<file path="src/rtl/mqrrs_ram.sv">
`timescale 1ns / 1ps
`default_nettype none

module mqrrs_ram #(
  parameter int WIDTH = 32,
  parameter int DEPTH = 128
) (
  input  wire logic                     clk_i,
  input  wire logic                     we_i,
  input  wire logic [$clog2(DEPTH)-1:0] waddr_i,
  input  wire logic [WIDTH-1:0]         wdata_i,
  input  wire logic                     re_i,
  input  wire logic [$clog2(DEPTH)-1:0] raddr_i,
  output      logic [WIDTH-1:0]         rdata_o
);

  logic [WIDTH-1:0] mem [DEPTH];

  always_ff @(posedge clk_i) begin
    if (we_i) begin
      mem[waddr_i] <= wdata_i;
    end
    if (re_i) begin
      rdata_o <= mem[raddr_i];
    end
  end

endmodule

`default_nettype wire

</file>
<file path="config.mk">
export PLATFORM = sky130hd
export DESIGN_NAME = mqrrs_ram
export DESIGN_NICKNAME = d
export VERILOG_FILES = /design/src/rtl/mqrrs_ram.sv
export SDC_FILE = /design/constraint.sdc
export NUM_CORES = 2
export LEC_CHECK = 0
export ABC_CLOCK_PERIOD_IN_PS = 6600
export BUFFER_PORTS_ARGS = -buffer_cell sky130_fd_sc_hd__buf_2
export CORE_UTILIZATION = 40
export CTS_BUF_LIST = sky130_fd_sc_hd__clkbuf_4
export DETAILED_ROUTE_END_ITERATION = 8
export GPL_ROUTABILITY_DRIVEN = 0
export REMOVE_ABC_BUFFERS = 1
export SLEW_MARGIN = 25
export SYNTH_ARGS = -nofsm -noshare
export SYNTH_HDL_FRONTEND = slang
export SYNTH_SLANG_ARGS = --single-unit
</file>
<file path="constraint.sdc">
create_clock -name clk_i -period 6.6 [get_ports clk_i]
set_input_delay 0.33 -clock clk_i [delete_from_list [all_inputs] [get_ports clk_i]]
set_output_delay 0.33 -clock clk_i [all_outputs]
set_load 0.02 [all_outputs]
</file>
* After elaboration in Yosys (flattened, before gate mapping)
Memory sizes are Yosys's and may differ from the RTL's. A register that Yosys moved wholly into a read port is not among the register bits.
Index checks and enable logic that the tools add are counted.
** Storage, ports and cells
- Register bits after elaboration :: 0
- Memory bits (writable) :: 4096
- Logic and storage cells :: 3
- Memories kept :: 1
** Memory list
- mem :: words 128, bits a word 32, rd ports 1, clocked after Yosys merged registers in 1, wr ports 1, line 17 : logic [WIDTH-1:0] mem [DEPTH];
** Cells by class
- Muxes and demuxes :: 2
** Operators with widths (count)
- two-way mux 1 bit :: 2

* Depth between registers and ports, before layout
- Depth in word-level cells :: 2
- Gate-level depth with buffers :: 8
- Depth with buffers taken out :: 4

* Least setup slack after synthesis
No wires, ideal clock.
- Kind :: input port to flip-flop
- From :: input port we_i
- To :: memory mem[98][0] (enable)
- Library setup time :: 0.461 ns
- Arrival time :: 3.108 ns
- Required time :: 6.139 ns
- Path slack :: 3.031 ns
- Cell stages on the path :: 3
- Path buffers :: 1
- Cells stage by stage :: clkbuf_1 -> nand4_1 -> nor3_1
** Between the ends
- Word-level cells in the longest chain between the ends :: 2
** Ends and longest elaborated chain
- start: declaration :: line 9 : input wire logic we_i,
- two-way mux 1 bit :: line 20 : if (we_i) begin
- two-way mux 1 bit (not written as such) :: line 21 : mem[waddr_i] <= wdata_i;
- end: declaration :: line 17
Every way passes these cells.

==> tab_implementation.tex <==
\begin{tabular}{lr}
\hline
Metric & Value \\
\hline
\multicolumn{2}{l}{\textbf{Hold path}} \\
\quad Hold path endpoint & rdata\_o[29]\$\_DFFE\_PP\_ \\
\quad Worst hold stages & 4 \\
\quad Class of the worst hold path & in2reg \\
\quad Launch instance of the worst min-delay path & raddr\_i[6] \\
\multicolumn{2}{l}{\textbf{Die}} \\
\quad Number of rows in the core area & 229 \\
\quad Die Footprint & 394000 sq um \\
\quad Die Width & 627.7 um \\
\quad Number of ports placed on the die boundary & 81 \\
\quad Core area & 389400 sq um \\
\quad Die outline height & 627.7 um \\
\quad Starting Density & 40.22\% \\
\multicolumn{2}{l}{\textbf{STA}} \\
\quad Final count of pins violating max slew & 0 \\
\quad Ratio of final minimum period to clock period & 59.96\% \\
\quad Actual slew at the worst max-slew pin & 1137 ps \\
\quad Final-report hold violation count & 0 \\
\quad Min Clock Period, post-route & 3958 ps \\
\quad RSZ-0062 raised after global routing & no \\
\quad FMAX & 252.7 MHz \\
\quad Setup violations, final & 0 \\
\quad Worst slew slack as a fraction of its limit & 24.20\% \\
\quad Final setup TNS & 0 ps \\
\quad Worst clock skew & 112.8 ps \\
\multicolumn{2}{l}{\textbf{Critical path}} \\
\quad WP data required & 7960 ps \\
\quad Launch point of the worst reg-to-reg path & mem[86][7]\$\_DFFE\_PP\_ \\
\quad Worst-path maximum fanout & 1 \\
\quad Startpoint of the worst setup timing path & mem[86][7]\$\_DFFE\_PP\_ \\
\quad Setup crit end kind & flip-flop \\
\quad Data arrival at the endpoint of the critical path & 5320 ps \\
\quad Biggest cell delay along the critical path & 720 ps \\
\quad Cell mode on critical path & mux4\_2 \\
\quad Crit path cell chain & mux4\_2, mux4\_2, mux4\_2, dlygate4sd3\_1, mux2\_2, dlygate4sd3\_1 \\
\quad Slowest stage cell on the critical path & dlygate4sd3\_1 \\
\quad Worst Reg2Reg Path Length in Cells & 6 \\
\quad Setup slack of the worst register-to-register path & 2640 ps \\
\quad Startpoint type of the worst setup path & flip-flop \\
\quad R2r endpoint & rdata\_o[7]\$\_DFFE\_PP\_ \\
\quad Critical Setup Path Class & reg2reg \\
\multicolumn{2}{l}{\textbf{Route}} \\
\quad Vias per cell & 5.724 \\
\quad Antenna violation net count after detailed routing & 0 \\
\quad Count of routing violations after the opening detailed-route iteration & 9411 \\
\quad Detailed-route via count & 74820 \\
\quad Count of TritonRoute iterations in the first routing pass & 8 \\
\quad Drt wl/cell & 32.70 um \\
\quad Routed wire length & 427400 um \\
\quad Final routed DRC violation total & 3 \\
\multicolumn{2}{l}{\textbf{Placed design}} \\
\quad \# port buffers & 80 \\
\quad Post-DP HPWL & 230700 um \\
\quad Placed standard-cell area & 165400 sq um \\
\multicolumn{2}{l}{\textbf{Synthesis}} \\
\quad Cell type with the largest total area after synthesis & edfxtp\_1 \\
\quad Proportion of netlist area held by the largest area contributor & 79.16\% \\
\quad Number of synthesis warnings & 0 \\
\quad Mapped Area & 156600 sq um \\
\quad Post-synthesis sequential element count & 4128 \\
\quad Leading cell types by total area after synthesis & edfxtp\_1 (79\%), mux4\_2 (19\%), clkbuf\_1 (0.44\%) \\
\quad Fraction of the yosys area taken by sequential cells & 79.16\% \\
\quad Number of library cell types mapped by synthesis & 16 \\
\quad Gate count of the mapped netlist & 5990 \\
\quad Avg Synthesized Cell Area & 26.14 sq um \\
\multicolumn{2}{l}{\textbf{Final layout}} \\
\quad Area added between synthesis and finish & 14.69\% \\
\quad Leading cell types in the layout, fill and taps excluded & edfxtp\_1 (4128), clkbuf\_4 (1499), mux4\_2 (1344), buf\_4 (230), clkinv\_1 (149) \\
\quad Net count, final & 7265 \\
\quad Final instance area & 179600 sq um \\
\quad Total of fill cells in the finished design & 31983 \\
\quad Final core utilization & 46.12\% \\
\quad Most common cell after layout, fill and taps aside & edfxtp\_1 \\
\quad Fraction of layout instances using a drive strength above 1 & 43.64\% \\
\multicolumn{2}{l}{\textbf{Power}} \\
\quad Highest ir drop seen on vdd & 179.9 uV \\
\quad Static leakage power & 0.05586 uW \\
\quad Total power per unit cell area & 293.1 nW/um\^{}2 \\
\quad Power after layout & 52630 uW \\
\multicolumn{2}{l}{\textbf{Global routing}} \\
\quad Global-route wire length before repair & 593400 um \\
\quad GR Util All Layers & 22.00\% \\
\quad Maximum number of pins on one net before global-route repair & 101 \\
\quad Sum of overflow across all layers after global routing & 0 \\
\quad Number of global-route vias before repair & 77914 \\
\quad Antenna violations before repair & 80 \\
\multicolumn{2}{l}{\textbf{Clock tree}} \\
\quad CTS clock-pin slew for the worst setup and hold paths & 70 ps \\
\quad H-tree depth & 7 \\
\quad Buffers inserted during post-CTS setup optimization & 0 \\
\quad CTS tree & yes \\
\quad Total CTS buffers & 1108 \\
\quad CTS Root Buffer Type & clkbuf\_4 \\
\quad Number of buffers on the longest clock path & 5 \\
\quad TritonCTS Sinks & 4128 \\
\quad Insertion delay to the later sink of the worst-skew pair & 1620 ps \\
\multicolumn{2}{l}{\textbf{Status}} \\
\quad Outcome & complete, but fails checks \\
\quad Violations in the final reports & design-rule violations \\
\multicolumn{2}{l}{\textbf{Run}} \\
\quad Number of max-capacitance violations reported & 0 \\
\hline
\end{tabular}
==> cell usage after synthesis, drive strengths merged <==
library cell and count:
or3 1, edfxtp 4128, nand2 14, nor2 122, nor2b 7, nand4 3
mux4 1344, buf 134, nor3 9, nand2b 2, mux2 32, nand3 12
clkbuf 182
==> worst max path at each step <==
stage               slack, ps                    end  cells past startpoint
floorplan                3060  mem[102][0]$_DFFE_PP_                      3
global placement         2350   rdata_o[9]$_DFFE_PP_                      6
detailed placement       2340   rdata_o[9]$_DFFE_PP_                      6
CTS                      2670   rdata_o[7]$_DFFE_PP_                      6
global route             2620   rdata_o[7]$_DFFE_PP_                      6
finish                   2640   rdata_o[7]$_DFFE_PP_                      6
==> final cells by class <==
| class | instances | area, sq um | share of cell area (%) |
|---|---|---|---|
| Timing Repair Buffer | 432 | 4350 | 2.422 |
| Tap cell | 5197 | 6502 | 3.621 |
| Clock inverter | 205 | 1076 | 0.5991 |
| Multi-Input combinational cell | 1546 | 32290 | 17.98 |
| Antenna cell | 64 | 160.2 | 0.08918 |
| Clock buffer | 1499 | 11250 | 6.266 |
| Sequential cell | 4128 | 124000 | 69.02 |
==> per-stage QoR <==
| stage | hold slack, ps | std cells | setup slack (ps) |
|---|---|---|---|
| 2_1_floorplan | 428.9 | 5674 | 3064 |
| 3_3_place_gp | 831.3 | 11176 | 2355 |
| 3_5_place_dp | 845.8 | 11177 | 2343 |
| 4_1_cts | 5.873 | 13004 | 2666 |
| 5_1_grt | 60.75 | 13049 | 2617 |
| 6_report | 172.3 | 13071 | 2642 |
==> cells by family (layout without fill, tap and decap cells) <==
family                 Yosys count  in the layout  share of synthesized area, %
flip-flops                    4128           4128                         79.16
multiplexers                  1376           1376                         19.56
buffers and inverters          316           2136                        0.8373
AND/OR/NAND/NOR                170            170                        0.4450
other                            0             64                             0
==> per-layer routing <==
layer / vias up / track usage (%) / routed length [um]
met3: 523 / 5.291 / 36320
met2: 3813 / 35.53 / 213500
met1: 40927 / 29.19 / 166600
met5: - / 0 / 46
li1: 29549 / - / -
met4: 8 / 7.974 / 10990
==> registers in the layout, summed over array words and instances, names as in the netlist <==
name	flops
rdata_o	32
mem	4096
==> report_power, final <==
group	internal, uW	switching [uW]
logic	1130	1810
registers	29000	96.9
clock network	10800	9850
==> worst max-delay path, delay by kind of cell, from the launching register on <==
kind                   cells  cell delay [ps]
buffers and inverters      2             1270
flip-flops                 1              360
multiplexers               4             2040
==> timing repair <==
| action | in CTS | in global routing |
|---|---|---|
| setup endpoints to repair | 0 | 0 |
| hold buffers | 123 | 0 |
| gates resized for setup | 0 | 0 |
| hold endpoints to repair | 6074 | 0 |
Power figures use the tool's default switching activity.
